**src/sv/binary_to_decimal_ascii_macros.svh**
```systemverilog
// Assertion macros shared by the binary-to-decimal ASCII RTL.
// No dependencies; included by the modules that check their own logic.
`ifndef BINARY_TO_DECIMAL_ASCII_MACROS_SVH
`define BINARY_TO_DECIMAL_ASCII_MACROS_SVH

`ifndef SYNTHESIS
// Property must hold at every clock edge out of reset
`define BDA_ASSERT(lbl, clk, rst_n, prop, msg) \
    lbl: assert property (@(posedge clk) disable iff (!rst_n) prop) else $error(msg);
// Expression must never be true out of reset
`define BDA_NEVER(lbl, clk, rst_n, expr, msg) \
    lbl: assert property (@(posedge clk) disable iff (!rst_n) !(expr)) else $error(msg);
`else
`define BDA_ASSERT(lbl, clk, rst_n, prop, msg)
`define BDA_NEVER(lbl, clk, rst_n, expr, msg)
`endif

`endif

```
**src/sv/bda_pkg.sv**
```systemverilog
// Shared types and constants for the binary-to-decimal ASCII block.
// No dependencies.
`timescale 1ns / 1ps
`default_nettype none

package bda_pkg;

    // Width of one packed decimal digit
    localparam int DIGIT_W = 4;

    // ASCII code of '0', as carried on the 6-bit character field
    localparam logic [5:0] ASCII_ZERO = 6'd48;

    // Double-dabble correction: digits at or above this get ADD3_VAL added
    localparam logic [DIGIT_W-1:0] ADD3_LIMIT = 4'd5;
    localparam logic [DIGIT_W-1:0] ADD3_VAL   = 4'd3;

    // Back-end sequencer states
    typedef enum logic [1:0] {
        ST_IDLE,
        ST_CONV,
        ST_EMIT
    } bda_state_t;

endpackage

`default_nettype wire

```
**src/sv/bda_front.sv**
```systemverilog
// Front end: accepts items, caps the digit count, drops zero-count items
// and holds jobs in a two-entry queue for the back end. Uses binary_to_decimal_ascii_macros.svh.
`timescale 1ns / 1ps
`default_nettype none

module bda_front #(
    parameter int VALUE_WIDTH = 32,
    parameter int MAX_DIGITS  = 10,
    parameter int CNT_W       = 4
) (
    input  wire logic                   clk,
    input  wire logic                   rst_n,
    // input item
    input  wire logic                   in_valid,
    output logic                        in_ready,
    input  wire logic [VALUE_WIDTH-1:0] in_number,
    input  wire logic [3:0]             in_count,
    // job to the back end
    output logic                        job_valid,
    input  wire logic                   job_pop,
    output logic [VALUE_WIDTH-1:0]      job_number,
    output logic [CNT_W-1:0]            job_count
);

    logic [VALUE_WIDTH-1:0] num_mem_reg [2];
    logic [CNT_W-1:0]       cnt_mem_reg [2];
    logic                   wr_ptr_reg, wr_ptr_next;
    logic                   rd_ptr_reg, rd_ptr_next;
    logic [1:0]             fill_reg, fill_next;
    logic [CNT_W-1:0]       cnt_capped;
    logic                   accept;
    logic                   push;

    // Cap the count; counts above the digit limit emit MAX_DIGITS characters
    always_comb
    begin
        if (int'(in_count) > MAX_DIGITS)
        begin
            cnt_capped = CNT_W'(MAX_DIGITS);
        end
        else
        begin
            cnt_capped = CNT_W'(in_count);
        end
    end

    assign in_ready = (fill_reg != 2'd2);
    assign accept   = in_valid && in_ready;
    // zero-count items produce nothing and are not queued
    assign push     = accept && (in_count != 4'd0);

    assign job_valid  = (fill_reg != 2'd0);
    assign job_number = num_mem_reg[rd_ptr_reg];
    assign job_count  = cnt_mem_reg[rd_ptr_reg];

    // Queue pointers and fill level
    always_comb
    begin
        wr_ptr_next = push ? ~wr_ptr_reg : wr_ptr_reg;
        rd_ptr_next = job_pop ? ~rd_ptr_reg : rd_ptr_reg;
        fill_next   = fill_reg;
        if (push && !job_pop)
        begin
            fill_next = fill_reg + 2'd1;
        end
        else if (!push && job_pop)
        begin
            fill_next = fill_reg - 2'd1;
        end
    end

    always_ff @(posedge clk or negedge rst_n)
    begin
        if (!rst_n)
        begin
            wr_ptr_reg <= 1'b0;
            rd_ptr_reg <= 1'b0;
            fill_reg   <= 2'd0;
        end
        else
        begin
            wr_ptr_reg <= wr_ptr_next;
            rd_ptr_reg <= rd_ptr_next;
            fill_reg   <= fill_next;
        end
    end

    // Queue storage
    always_ff @(posedge clk)
    begin
        if (push)
        begin
            num_mem_reg[wr_ptr_reg] <= in_number;
            cnt_mem_reg[wr_ptr_reg] <= cnt_capped;
        end
    end

`include "binary_to_decimal_ascii_macros.svh"

    `BDA_ASSERT(a_fill_bound, clk, rst_n, fill_reg <= 2'd2, "queue fill out of range")
    `BDA_NEVER(a_pop_empty, clk, rst_n, job_pop && (fill_reg == 2'd0), "pop from empty queue")
    `BDA_ASSERT(a_fill_grow, clk, rst_n, (push && !job_pop) |=> (fill_reg == $past(fill_reg) + 2'd1), "fill did not grow on push")
    `BDA_NEVER(a_zero_job, clk, rst_n, job_valid && (job_count == CNT_W'(0)), "zero-count job queued")

endmodule

`default_nettype wire

```
**src/sv/bda_back.sv**
```systemverilog
// Back end: shift-and-add-3 conversion, one binary bit per cycle, then
// streams the digits out as ASCII through an output register. Uses bda_pkg and binary_to_decimal_ascii_macros.svh.
`timescale 1ns / 1ps
`default_nettype none

module bda_back #(
    parameter int VALUE_WIDTH = 32,
    parameter int CNT_W       = 4
) (
    input  wire logic                   clk,
    input  wire logic                   rst_n,
    // job from the front end
    input  wire logic                   job_valid,
    output logic                        job_pop,
    input  wire logic [VALUE_WIDTH-1:0] job_number,
    input  wire logic [CNT_W-1:0]       job_count,
    // result item
    output logic                        out_valid,
    input  wire logic                   out_ready,
    output logic [5:0]                  out_char,
    output logic                        out_last
);

    // Decimal digits needed for the widest value: floor(W*log10(2)) + 1
    localparam int NUM_BCD = (VALUE_WIDTH * 30103) / 100000 + 1;
    localparam int BIT_W   = (VALUE_WIDTH > 1) ? $clog2(VALUE_WIDTH) : 1;
    localparam int DW      = bda_pkg::DIGIT_W;

    bda_pkg::bda_state_t    state_reg, state_next;
    logic [VALUE_WIDTH-1:0] bin_reg, bin_next;
    logic [DW-1:0]          bcd_reg [NUM_BCD];
    logic [DW-1:0]          bcd_next [NUM_BCD];
    logic [DW-1:0]          bcd_adj [NUM_BCD];
    logic [BIT_W-1:0]       bit_reg, bit_next;
    logic [CNT_W-1:0]       cnt_reg, cnt_next;
    logic [CNT_W-1:0]       idx_reg, idx_next;
    logic                   out_valid_reg, out_valid_next;
    logic [5:0]             out_char_reg, out_char_next;
    logic                   out_last_reg, out_last_next;
    logic [DW-1:0]          sel_digit;
    logic                   conv_done;
    logic                   emit_go;

    assign conv_done = (bit_reg == BIT_W'(VALUE_WIDTH - 1));
    assign emit_go   = (state_reg == bda_pkg::ST_EMIT) && (!out_valid_reg || out_ready);

    // Add-3 correction on each digit, then the whole chain shifts left by one
    always_comb
    begin
        for (int i = 0; i < NUM_BCD; i++)
        begin
            bcd_adj[i] = (bcd_reg[i] >= bda_pkg::ADD3_LIMIT) ?
                         bcd_reg[i] + bda_pkg::ADD3_VAL : bcd_reg[i];
        end
    end

    // Digit at the emit position; positions past the converted width read zero
    always_comb
    begin
        sel_digit = '0;
        for (int i = 0; i < NUM_BCD; i++)
        begin
            if (int'(idx_reg) == i)
            begin
                sel_digit = bcd_reg[i];
            end
        end
    end

    // Next state
    always_comb
    begin
        state_next = state_reg;
        case (state_reg)
            bda_pkg::ST_IDLE:
            begin
                if (job_valid)
                begin
                    state_next = bda_pkg::ST_CONV;
                end
            end
            bda_pkg::ST_CONV:
            begin
                if (conv_done)
                begin
                    state_next = bda_pkg::ST_EMIT;
                end
            end
            bda_pkg::ST_EMIT:
            begin
                if (emit_go && (idx_reg == CNT_W'(0)))
                begin
                    state_next = bda_pkg::ST_IDLE;
                end
            end
            default:
            begin
                state_next = bda_pkg::ST_IDLE;
            end
        endcase
    end

    // Datapath and outputs
    always_comb
    begin
        job_pop        = 1'b0;
        bin_next       = bin_reg;
        bcd_next       = bcd_reg;
        bit_next       = bit_reg;
        cnt_next       = cnt_reg;
        idx_next       = idx_reg;
        out_valid_next = out_valid_reg && !out_ready;
        out_char_next  = out_char_reg;
        out_last_next  = out_last_reg;
        case (state_reg)
            bda_pkg::ST_IDLE:
            begin
                if (job_valid)
                begin
                    job_pop  = 1'b1;
                    bin_next = job_number;
                    cnt_next = job_count;
                    bit_next = '0;
                    for (int i = 0; i < NUM_BCD; i++)
                    begin
                        bcd_next[i] = '0;
                    end
                end
            end
            bda_pkg::ST_CONV:
            begin
                bcd_next[0] = {bcd_adj[0][DW-2:0], bin_reg[VALUE_WIDTH-1]};
                for (int i = 1; i < NUM_BCD; i++)
                begin
                    bcd_next[i] = {bcd_adj[i][DW-2:0], bcd_adj[i-1][DW-1]};
                end
                bin_next = {bin_reg[VALUE_WIDTH-2:0], 1'b0};
                bit_next = bit_reg + BIT_W'(1);
                if (conv_done)
                begin
                    idx_next = cnt_reg - CNT_W'(1);
                end
            end
            bda_pkg::ST_EMIT:
            begin
                if (emit_go)
                begin
                    out_valid_next = 1'b1;
                    out_char_next  = bda_pkg::ASCII_ZERO + 6'(sel_digit);
                    out_last_next  = (idx_reg == CNT_W'(0));
                    idx_next       = idx_reg - CNT_W'(1);
                end
            end
            default:
            begin
                job_pop = 1'b0;
            end
        endcase
    end

    always_ff @(posedge clk or negedge rst_n)
    begin
        if (!rst_n)
        begin
            state_reg     <= bda_pkg::ST_IDLE;
            out_valid_reg <= 1'b0;
        end
        else
        begin
            state_reg     <= state_next;
            out_valid_reg <= out_valid_next;
        end
    end

    always_ff @(posedge clk)
    begin
        bin_reg      <= bin_next;
        bcd_reg      <= bcd_next;
        bit_reg      <= bit_next;
        cnt_reg      <= cnt_next;
        idx_reg      <= idx_next;
        out_char_reg <= out_char_next;
        out_last_reg <= out_last_next;
    end

    assign out_valid = out_valid_reg;
    assign out_char  = out_char_reg;
    assign out_last  = out_last_reg;

`include "binary_to_decimal_ascii_macros.svh"

    `BDA_ASSERT(a_pop_idle, clk, rst_n, job_pop |-> (state_reg == bda_pkg::ST_IDLE), "job taken while busy")
    `BDA_ASSERT(a_idx_range, clk, rst_n, (state_reg == bda_pkg::ST_EMIT) |-> (idx_reg < cnt_reg), "emit index past count")
    `BDA_ASSERT(a_digit_ok, clk, rst_n, (state_reg == bda_pkg::ST_EMIT) |-> (sel_digit <= 4'd9), "non-decimal digit")
    `BDA_ASSERT(a_last_idle, clk, rst_n, (emit_go && (idx_reg == CNT_W'(0))) |=> (state_reg == bda_pkg::ST_IDLE), "no return to idle after last")

endmodule

`default_nettype wire

```
**src/sv/binary_to_decimal_ascii.sv**
```systemverilog
// An accepted item is written into a two-entry queue, which absorbs bursts; the
// bit-serial converter takes it when idle and runs it through shift-and-add-3 one
// bit at a time, then the characters leave through the output register, one
// character per cycle while the receiver is ready. A new item enters the converter
// only after the last character of the previous one has been issued.
// Reset (rst_n, async, active low) empties the queue and the output register.
`timescale 1ns / 1ps
`default_nettype none

module binary_to_decimal_ascii #(
    parameter int VALUE_WIDTH = 32,
    parameter int MAX_DIGITS  = 10
) (
    input  wire logic                   clk,
    input  wire logic                   rst_n,
    input  wire logic                   s_axis_tvalid,
    output logic                        s_axis_tready,
    // tdata: number [VALUE_WIDTH-1:0], digit_count [VALUE_WIDTH+3:VALUE_WIDTH], zero pad
    input  wire logic [((VALUE_WIDTH+4+7)/8)*8-1:0] s_axis_tdata,
    output logic                        m_axis_tvalid,
    input  wire logic                   m_axis_tready,
    // tdata: ascii_char [5:0], zero pad [7:6]
    output logic [7:0]                  m_axis_tdata,
    // tlast: last_digit
    output logic                        m_axis_tlast
);

    localparam int CNT_W = $clog2(MAX_DIGITS + 1);

    logic                   job_valid;
    logic                   job_pop;
    logic [VALUE_WIDTH-1:0] job_number;
    logic [CNT_W-1:0]       job_count;
    logic [5:0]             out_char;

    bda_front #(
        .VALUE_WIDTH (VALUE_WIDTH),
        .MAX_DIGITS  (MAX_DIGITS),
        .CNT_W       (CNT_W)
    ) u_front (
        .clk        (clk),
        .rst_n      (rst_n),
        .in_valid   (s_axis_tvalid),
        .in_ready   (s_axis_tready),
        .in_number  (s_axis_tdata[VALUE_WIDTH-1:0]),
        .in_count   (s_axis_tdata[VALUE_WIDTH+3:VALUE_WIDTH]),
        .job_valid  (job_valid),
        .job_pop    (job_pop),
        .job_number (job_number),
        .job_count  (job_count)
    );

    bda_back #(
        .VALUE_WIDTH (VALUE_WIDTH),
        .CNT_W       (CNT_W)
    ) u_back (
        .clk        (clk),
        .rst_n      (rst_n),
        .job_valid  (job_valid),
        .job_pop    (job_pop),
        .job_number (job_number),
        .job_count  (job_count),
        .out_valid  (m_axis_tvalid),
        .out_ready  (m_axis_tready),
        .out_char   (out_char),
        .out_last   (m_axis_tlast)
    );

    assign m_axis_tdata = {2'b00, out_char};

endmodule

`default_nettype wire

```
**config.mk**
```make
export PLATFORM = sky130hd
export DESIGN_NAME = binary_to_decimal_ascii
export DESIGN_NICKNAME = d
export VERILOG_FILES = /design/src/sv/bda_pkg.sv /design/src/sv/bda_front.sv /design/src/sv/bda_back.sv /design/src/sv/binary_to_decimal_ascii.sv
export VERILOG_INCLUDE_DIRS = /design/src /design/src/sv
export SDC_FILE = /design/constraint.sdc
export NUM_CORES = 1
export LEC_CHECK = 0
export BUFFER_PORTS_ARGS = -buffer_cell sky130_fd_sc_hd__buf_2
export CORE_ASPECT_RATIO = 0.7
export CORE_MARGIN = 2
export CORE_UTILIZATION = 30
export DETAILED_ROUTE_END_ITERATION = 16
export MAX_ROUTING_LAYER = met4
export PLACE_DENSITY_LB_ADDON = 0.25
export SETUP_SLACK_MARGIN = 0.3
export SLEW_MARGIN = 10
export SYNTH_ARGS = -nofsm -noshare
export SYNTH_HDL_FRONTEND = slang
export SYNTH_SLANG_ARGS = --single-unit
```
**constraint.sdc**
```tcl
create_clock -name clk -period 13 [get_ports clk]
set_input_delay 1.95 -clock clk [delete_from_list [all_inputs] [get_ports clk]]
set_output_delay 1.95 -clock clk [all_outputs]
set_load 0.03 [all_outputs]
```
======== Yosys cells after proc, flatten, opt, wreduce, memory -nomap -nowiden ========
Memory sizes are Yosys's and may differ from the RTL's. A register that Yosys moved wholly into a read port is not among the register bits.
Cells that the tools add are included.
storage, ports and cells
  flip-flop bits (word level) ............. 95
  latch bits .............................. 0
  bits in writable memories ............... 72
  bits in read-only memories .............. 0
  input port bits ......................... 44
  output and inout bits ................... 11
  logic and storage cells ................. 135
  memories ................................ 2
operators by class
  add/subtract/negate cells ............... 16
  multipliers ............................. 0
  divide/modulo/power cells ............... 0
  order comparisons ....................... 11
  eq/ne operators ......................... 17
  shift-type cells ........................ 0
  mux-type cells .......................... 42
  bitwise logic cells ..................... 2
  reductions and logical operators ........ 25
memory list
  memory               words  bits a word  read ports  clocked after memory_dff  wr ports  RTL line         RTL
  u_front.num_mem_reg  2      32           1           0                         1         bda_front.sv:25  logic [VALUE_WIDTH-1:0] num_mem_reg [2];
  u_front.cnt_mem_reg  2      4            1           1                         1         bda_front.sv:26  logic [CNT_W-1:0] cnt_mem_reg [2];
operator list
  cell                 count
  $mux 4               22
  $pmux 40 s2          1
  $pmux 32 s2          1
  $ge 4x3->1 const B   10
  $mux 40              1
  $add 4x2->4 const B  9
  $mux 32              1
  $eq 4x4->1 const B   6
  $mux 2               5
  $pmux 5 s2           1
  $eq 4x3->1 const B   2
  $logic_not 4->1      2
  $pmux 4 s2           1
  $reduce_bool 2->1    4
  $sub 4x1->4 const B  2
  $logic_and 1x1->1    7
  $add 5x5->6 const A  1
  $mux 1               6
  $ne 2x2->1 const B   3
  $pmux 2 s3           1
  $reduce_and 2->1     3
  $reduce_and 3->1     2
  $add 5x1->5 const B  1
  $eq 5x5->1 const B   1
  other kinds (15)     20

======== Depth between registers and ports, before layout ========
Gate-level depths: netlist (run 1).
  depth in word-level cells ............... 12
  mapped depth ............................ 7
  depth with buffers taken out ............ 7

======== Cells and area by module ========
From an unflattened synthesis (run 1), not the netlist that was laid out.
unflattened totals
  cells, all modules ...................... 600
  area total of the unflattened synthesis .. 7823.8 um^2
modules (own cells, without submodules)
  module                   times used  cells each  area an instance (um^2)  seq. area each (um^2)
  bda_back                 1           462         4958.5                   2777.7
  bda_front                1           135         2846.5                   2262.2
  binary_to_decimal_ascii  1           3           18.8                     0.0

======== Least setup slack after synthesis (run 1) ========
No wires, ideal clock.
  path kind ............................... register to register
  start ................................... register u_back.state_reg[1]
  end ..................................... register u_back.bcd_reg[0] in the netlist's numbering, enable pin
  setup time .............................. 619 ps
  arrival time ............................ 6549 ps
  required time ........................... 12381 ps
  path slack .............................. 5832 ps
  stages on the path, launching flop included .. 6
  path buffers ............................ 1
  period minus slack after synthesis ...... 7168 ps
  cells stage by stage .................... dfrtp_1 > inv_1 > ha_1 > clkbuf_1 > clkinv_1 > o21ai_0
on the way
  word-level cells in the longest chain between the ends .. 3
  elaborated cells between the ends (all ways) .. 5
  those cells by class .................... 2 x eq/ne; 3 x reduce/logical
RTL lines
  element                                                           RTL line         RTL
  start: declaration                                                bda_back.sv:29   bda_pkg::bda_state_t state_reg, state_next;
  start signal: assignment                                          bda_back.sv:165  state_reg <= bda_pkg::ST_IDLE;
  start signal: assignment                                          bda_back.sv:170  state_reg <= state_next;
  $eq 2x1->1 / $logic_not 2->1 (equally long branches)              bda_back.sv:115  case (state_reg)
  $reduce_bool 2->1 (no line) / $ne 2x2->1 (equally long branches)  --
  $reduce_and 2->1 (no line) (*)                                    --
  end signal: assignment                                            bda_back.sv:178  bcd_reg <= bcd_next;
  end: declaration                                                  bda_back.sv:31   logic [DW-1:0] bcd_reg [NUM_BCD];
Every way passes the cells marked *; elsewhere a longest branch is shown, timed or not.
A chain may end at the register's enable or synchronous reset.

======== Worst setup path after layout (run 1) ========
  start ................................... input s_axis_tdata[34]
  end ..................................... memory u_front.num_mem_reg[1][7], enable pin
on the way
  word-level cells in the longest chain between the ends .. 4
RTL lines
  element                       RTL line                       RTL
  start: declaration            binary_to_decimal_ascii.sv:19  input wire logic [((VALUE_WIDTH+4+7)/8)*8-1:0] s_axis_tdata,
  $reduce_bool 4->1             bda_front.sv:50                assign push = accept && (in_count != 4'd0);
  $logic_and 1x1->1             bda_front.sv:50
  net u_front.push              bda_front.sv:32                logic push;
  $mux 1                        bda_front.sv:91                if (push)
  $mux 1 (implied by the code)  bda_front.sv:93                num_mem_reg[wr_ptr_reg] <= in_number;
  end: declaration              bda_front.sv:25
The timed path passes the listed nets, and every way through them passes these cells.

==> key figures, run 1 <==
Placement
  – Count of buffers inserted at the top-level ports: 46
  – Placer's final routability congestion estimate: 0.747
  – Instance area after placement: 8230 um2
  – Worst setup slack after placement: 9.07 ns
  – Detailed placer's ending HPWL: 9140 um
  – Post-placement cell count: 917

Die
  – Core Box Area: 24900 um2
  – Initial core utilization: 0.308
  – Horiz. Die Dim: 195 um
  – # IOs: 55
  – Die area: 26900 um2
  – Die Span Y: 138 um
  – Std-Cell Rows: 48

Global routing
  – Initial antenna violation count: 0
  – Total routing usage reported by global routing: 0.113
  – GR Overflow Total: 0
  – Via count of the first global-routing pass: 4473
  – First-pass GRT wire length: 22900 um
  – Largest net degree at the start of global routing: 77

Job
  – Max capacitance violation total: 0

Clocking
  – Later-pin clock latency in the skew report: 0.42 ns
  – Clock slew seen by the registers of the worst setup and hold paths: 0.07 ns
  – CTS hold repair buffers: 0
  – Clock Sinks: 169
  – Clock root buffer: clkbuf_16
  – CTS resizes: 0
  – CTS Buffer Depth: 2
  – CTS tree: built
  – Post-CTS setup buffer count: 0
  – TritonCTS Buffers: 17
  – H-tree level count: 4

Power and ir drop
  – Worst supply voltage drop on vdd: 0.000134 V
  – Leakage Power: 3.34 nW
  – Power Density: 268 nW/um2

Outcome
  – Outcome: completed

Synthesis
  – Most used DFF post-synth: edfxtp_1
  – Yosys warns: 0
  – Number of enable-type register cells in the synthesized netlist: 162
  – Number of distinct library cells after synthesis: 39
  – Yosys top cell by area: edfxtp_1
  – Register area share after synthesis: 0.658
  – Gate count of the mapped netlist: 566
  – Summed instance area of the synthesized netlist: 7660 um2
  – Top cells by area in the synthesized netlist: edfxtp_1, mux2i_1, ha_1, nand2_1, o21ai_0
  – Mean cell area of the mapped netlist: 13.5 um2
  – FF+latch count, synth: 169
  – Fraction of post-synthesis cell area in the top cell type by area: 0.635
  – Synth async-reset ratio: 0.0414

Detailed routing
  – Length of the first detailed-routing pass in iterations: 4
  – Violation count after the first detailed-route iteration: 269
  – Max layer used: met4
  – Met1 layer wirelength in the final routing: 7380 um
  – Via-to-Cell Ratio: 4.67
  – Antenna Violating Nets Remaining: 0
  – Routed length per placed instance: 14.8 um
  – Post-Route WL: 14000 um
  – Number of vias after detailed routing: 4436
  – Routed wl met3: 614 um
  – Total met2 wirelength after detailed routing: 5880 um
  – Total DRC errors in the routed layout: 0

Finish
  – Area used by multi-input combinational logic: 2410 um2
  – Final std cell area, no fill: 8810 um2
  – Flip-flop count of the largest register after layout: 64
  – Post-route insts no fill: 949
  – Layout cell share with drive strength beyond 1: 0.155
  – Net total in the final layout: 682
  – Area delta synth->final: 15.0%
  – Sequential cell area in the final layout: 5040 um2
  – FILL cells: 2405
  – Count of antenna diodes in the layout: 0

STA
  – Hold Vio Cnt, Final: 0
  – Final critical-path required period: 3.51 ns
  – Clock tree skew after final layout: 0.00941 ns
  – Setup repair after global routing missed its margin: false
  – Crit share post-route: 0.270
  – Final setup violation count: 0
  – Final Slew Violations: 0
  – Final-layout setup total negative slack: 0 ns
  – Highest clock rate: 285 MHz
  – Crit path setup slack, layout: 9.49 ns
  – Hold_ws: 0.514 ns
  – Slew margin rel.: 0.246
  – Least-Margin Pin Slew: 1.13 ns

Critical path
  – CP Max Fanout: 36
  – Class of the most critical setup path: in -> reg
  – Critical path capture point type: register
  – Arrival time at the worst endpoint: 3.63 ns
  – Crit start category: primary input
  – Required @ worst endpoint: 13.12 ns

Hold path
  – Tightest Hold Check Type: reg -> reg
==> cell families after synthesis <==
logic type / after synthesis / share of synthesized area
AOI/OAI and AO/OA: 94 / 0.0766
other: 2 / 0.000980
xor gates and xnor gates: 28 / 0.0320
buffers and inverters: 55 / 0.0307
DFF: 169 / 0.658
adders and majority gates: 27 / 0.0441
muxes: 50 / 0.0748
and+or+nand+nor: 141 / 0.0830
==> final timing paths <==
path                                                  from  slack, ns                                   to  cells past startpoint
max in group asynchronous                            rst_n      11.42       u_front.rd_ptr_reg$_DFFE_PN0P_                      1
max reg2reg                u_back.state_reg[1]$_DFFE_PN0P_      10.21         u_back.bin_reg[22]$_DFFE_PP_                      6
min reg2reg                u_front.fill_reg[1]$_DFFE_PN0P_       0.51      u_front.fill_reg[1]$_DFFE_PN0P_                      1
max                                       s_axis_tdata[34]       9.49  u_front.num_mem_reg[1][7]$_DFFE_PP_                      6
min in group asynchronous                            rst_n       1.38       u_front.wr_ptr_reg$_DFFE_PN0P_                      1
min                        u_front.fill_reg[1]$_DFFE_PN0P_       0.51      u_front.fill_reg[1]$_DFFE_PN0P_                      1
==> synthesized netlist by cell type (5+ instances only) <==
cell,n
edfxtp_1,162
nand2_1,59
nor2_1,43
o21ai_0,43
mux2i_1,40
ha_1,27
inv_1,27
xnor2_1,24
clkbuf_1,16
nand2b_1,15
a21oi_1,12
a21o_1,11
a211oi_1,10
and3_1,10
dfrtp_1,7
mux2_2,6
and2_1,5
buf_2,5
==> routing by layer <==
metal	GRT usage	vias to the layer above
li1	-	2135
met1	0.158	2199
met2	0.162	89
met3	0.0252	13
met4	0.0399	0
met5	-	-
==> stage by stage <==
step	total power (W)	utilization
3_3_place_gp	0.00184	0.331
3_5_place_dp	0.00188	0.331
5_1_grt	0.00252	0.354
2_1_floorplan	0.00169	-
4_1_cts	0.00238	0.354
6_report	0.00236	0.354
==> area by class of cell <==
class,count,share of cell area
multi-input combinational,344,0.274
sequential,169,0.572
clock inverter,15,0.0175
tap,325,0.0462
inverter,29,0.0124
clock buffer,17,0.0483
timing repair buffer,50,0.0295
==> power breakdown <==
group / total (W) / switching (W) / internal (W)
sequential: 0.00111 / 0.000178 / 0.000931
clock: 0.000488 / 0.000232 / 0.000256
combinational: 0.000760 / 0.000451 / 0.000309
==> critical path: stages <==
cell,delay [ns]
buf_2,0.11
or2_2,0.30
o311ai_1,0.64
inv_1,0.13
and2_1,0.19
buf_4,0.28
==> cell usage in the layout, fill, tap and decap left out, types with 3 or more instances in the layout <==
cell type	Yosys	final
a211o_1	4	4
a211oi_1	10	10
a21o_1	11	11
a21oi_1	12	12
a22oi_1	4	4
and2_1	5	5
and3_1	10	10
buf_2	5	46
buf_4	4	4
clkbuf_16	0	17
clkinvlp_4	0	4
conb_1	2	4
dfrtp_1	7	6
edfxtp_1	162	162
ha_1	27	26
inv_1	27	27
inv_6	0	3
inv_8	0	5
mux2_2	6	6
mux2i_1	40	40
mux4_1	4	4
nand2_1	59	59
nand2b_1	15	15
nor2_1	43	42
o21ai_0	43	42
o221ai_1	4	4
xnor2_1	24	24
xor2_1	4	4
No activity file was read; power rests on OpenSTA's default activity.
==> run 2: changes to the inputs <==
- ABC_AREA: not set -> 1
- clock period: 13 -> 3.4 ns (I/O delays scaled with it)
==> key figures, run 2 <==
Outcome
  – Outcome: completed

Die
  – Std-Cell Rows: 48 (unchanged)
  – Die area: 26900 um2 (about the same)
  – Initial core utilization: 0.308 (about the same)
  – # IOs: 55 (unchanged)
  – Die Span Y: 138 um (about the same)
  – Horiz. Die Dim: 195 um (about the same)
  – Core Box Area: 24900 um2 (unchanged)

Clocking
  – Clock Sinks: 169 (unchanged)
  – CTS Buffer Depth: 2 (unchanged)
  – H-tree level count: 4 (unchanged)
  – Clock slew seen by the registers of the worst setup and hold paths: 0.07 ns (about the same)
  – Later-pin clock latency in the skew report: 0.43 ns (about the same)
  – Post-CTS setup buffer count: 0 (unchanged)
  – TritonCTS Buffers: 17 (unchanged)
  – Clock root buffer: clkbuf_16
  – CTS hold repair buffers: 1 (+1)
  – CTS tree: built
  – CTS resizes: 0 (unchanged)

Global routing
  – Met2 layer usage reported by global route: 0.167 (+0.00516)
  – First-pass GRT wire length: 25000 um (+9.6%)
  – Met1 usage in global routing: 0.187 (+0.0290)
  – Initial antenna violation count: 0 (unchanged)
  – GR Overflow Total: 0 (unchanged)
  – Met3 Resource Use GR: 0.0235 (-0.00171)
  – Via count of the first global-routing pass: 4624 (+3.4%)
  – Top Usage Layer GRT: met1
  – Total routing usage reported by global routing: 0.125 (+0.0112)
  – Largest net degree at the start of global routing: 64 (-17%)

Finish
  – Highest-count cells in the layout ignoring fill and taps: edfxtp_1, nand2_1, a21oi_1, inv_1, nor2_1
  – FILL cells: 2463 (+2.4%)
  – Post-route insts no fill: 1093 (+15%)
  – Net total in the final layout: 826 (+21%)
  – Leading cell type in the layout, fill and taps excluded: edfxtp_1
  – Layout cell share with drive strength beyond 1: 0.135 (-0.0200)
  – Count of antenna diodes in the layout: 0 (unchanged)
  – Flip-flop count of the largest register after layout: 64 (unchanged)
  – Area delta synth->final: 16.4%

Synthesis
  – Gate count of the mapped netlist: 702 (+24%)
  – Yosys top cell by area: edfxtp_1
  – FF+latch count, synth: 169 (unchanged)
  – Synth async-reset ratio: 0.0414 (unchanged)
  – Number of enable-type register cells in the synthesized netlist: 162 (unchanged)
  – Most used DFF post-synth: edfxtp_1
  – Top cells by area in the synthesized netlist: edfxtp_1, a21oi_1, nand2_1, ha_1, inv_1
  – Cell types with the highest counts after synthesis: edfxtp_1, nand2_1, a21oi_1
  – Yosys warns: 0 (unchanged)
  – Number of distinct library cells after synthesis: 30 (-23%)
  – Register area share after synthesis: 0.657 (about the same)
  – Summed instance area of the synthesized netlist: 7670 um2 (about the same)
  – Most repeated cell in the gate-level netlist after synthesis: edfxtp_1
  – Mean cell area of the mapped netlist: 10.9 um2 (-19%)
  – Fraction of post-synthesis cell area in the top cell type by area: 0.634 (about the same)

Hold path
  – Tightest Hold Check Type: in -> reg

Critical path
  – Worst-path cell with the longest stage delay: a21oi_1
  – Critical path capture point type: register
  – CP Max Fanout: 29 (-19%)
  – Crit-path leading delay family: compound AO/OA/AOI/OAI gates
  – Arrival time at the worst endpoint: 2.65 ns (-0.98 ns)
  – Class of the most critical setup path: reg -> reg
  – Crit start category: register
  – Buf+Inv Stages, Crit Path: 4 (+1)
  – Delay of the slowest critical-path stage: 0.48 ns (-0.16 ns)
  – Cell-by-cell listing of the critical path: inv_1 > ha_1 > inv_1 > a21oi_1 > inv_1 > o21ai_4 > buf_12
  – Required @ worst endpoint: 3.53 ns (-9.59 ns)
  – Most used cell along the critical path: inv_1

Detailed routing
  – Total DRC errors in the routed layout: 0 (unchanged)
  – Post-Route WL: 15400 um (+9.9%)
  – Antenna Violating Nets Remaining: 0 (unchanged)
  – Violation count after the first detailed-route iteration: 412 (+53%)
  – Number of vias after detailed routing: 4882 (+10%)
  – Routed length per placed instance: 14.1 um (-4.6%)
  – Length of the first detailed-routing pass in iterations: 6 (+2)
  – Via-to-Cell Ratio: 4.47 (-4.4%)

STA
  – Final critical-path required period: 2.52 ns
  – Setup repair after global routing missed its margin: false
  – Hold Vio Cnt, Final: 0 (unchanged)
  – Slew margin rel.: 0.295 (+0.0489)
  – Final-layout setup total negative slack: 0 ns (unchanged)
  – Clock tree skew after final layout: 0.00858 ns (-0.000830 ns)
  – Least-Margin Pin Slew: 1.05 ns (-0.0747 ns)
  – Final setup violation count: 0 (unchanged)
  – Final Slew Violations: 0 (unchanged)
  – Highest clock rate: 397 MHz
  – Crit share post-route: 0.741

Placement
  – Count of buffers inserted at the top-level ports: 46 (unchanged)
  – Placer's final routability congestion estimate: 0.769 (+2.9%)
  – Detailed placer's ending HPWL: 9750 um (+6.7%)
  – Post-placement cell count: 1060 (+16%)

Power and ir drop
  – Worst supply voltage drop on vdd: 0.000769 V (+470%)
  – Leakage Power: 3.49 nW (+4.3%)
  – Power Density: 1030 nW/um2 (+280%)

Job
  – Max capacitance violation total: 0 (unchanged)
run 2: changes by cell type in the layout (fill, tap and decap cells not counted), sizes merged, moves of 9 or more:
cell    previous run  this run
nand4              0         9
xnor2             24         2
nor2              43        77
a21oi             12        97
inv               35        83
a21o              11         0
and3              10         0
nand2             59       126
mux2i             40         0
nand2b            15         0
nand3              2        19
nor3               0        10
a211oi            10         1
run 2: power breakdown:
part	internal [W]	switching, W	leakage [nW]
clock	0.000993	0.000939	0.286
sequential	0.00355	0.000490	1.64
combinational	0.000986	0.00222	1.56
total	0.00553	0.00365	3.49
run 2: layer usage:
| layer | wire [um] | vias up |
|---|---|---|
| met2 | 6120 | 67 |
| met3 | 450 | 16 |
| met5 | 0 | - |
| li1 | - | 2514 |
| met4 | 188 | 0 |
| met1 | 8660 | 2285 |
run 2: kinds of logic (layout without fill, tap and decap cells):
group,after synthesis,after routing,share of synthesized area
AO/OA/AOI/OAI,143,143,0.0942
flip-flops,169,169,0.657
other,2,4,0.000979
AND/OR/NAND/NOR,244,244,0.134
buffers and inverters,103,167,0.0535
adder cells (fa/ha/maj),27,27,0.0441
XOR/XNOR,14,14,0.0160
run 2: per-stage QoR:
step	util	hold slack, ns	power, W	cell area, um2	setup slack [ns]
2_1_floorplan	-	0.214	0.00627	7690	0.541
3_3_place_gp	0.335	0.362	0.00729	8320	0.883
3_5_place_dp	0.335	0.361	0.00731	8320	0.881
4_1_cts	0.359	0.248	0.00928	8930	0.857
5_1_grt	0.359	0.250	0.00993	8930	0.615
6_report	0.359	0.264	0.00918	8930	0.881
run 2: layout make-up:
| class | instances | area [um2] | area share |
|---|---|---|---|
| inverter | 79 | 297 | 0.0332 |
| clock buffer | 17 | 425 | 0.0476 |
| multi-input combinational | 432 | 2250 | 0.252 |
| tap | 325 | 407 | 0.0455 |
| sequential | 169 | 5040 | 0.564 |
| timing repair buffer | 56 | 333 | 0.0373 |
| clock inverter | 15 | 174 | 0.0195 |
run 2: final timing paths:
check	startpoint	end	slack, ns	cells past startpoint
worst max-delay path	u_back.state_reg[0]$_DFFE_PN0P_	u_back.bcd_reg[19]$_SDFFCE_PN0P_	0.88	7
min in group asynchronous	rst_n	u_front.wr_ptr_reg$_DFFE_PN0P_	0.44	2
worst min-delay path	s_axis_tdata[20]	u_front.num_mem_reg[1][20]$_DFFE_PP_	0.26	1
worst min register to register	u_back.bin_reg[31]$_DFFE_PP_	u_back.bcd_reg[36]$_SDFFCE_PN0P_	0.51	2
worst max register to register	u_back.state_reg[0]$_DFFE_PN0P_	u_back.bcd_reg[19]$_SDFFCE_PN0P_	0.88	7
max in group asynchronous	rst_n	u_back.state_reg[1]$_DFFE_PN0P_	2.79	2
run 2: worst register-to-register path: stages (launching register included):
cell and delay, ns:
dfrtp_1 0.40, inv_1 0.10, ha_1 0.22, inv_1 0.09
a21oi_1 0.48, inv_1 0.19, o21ai_4 0.42, buf_12 0.31
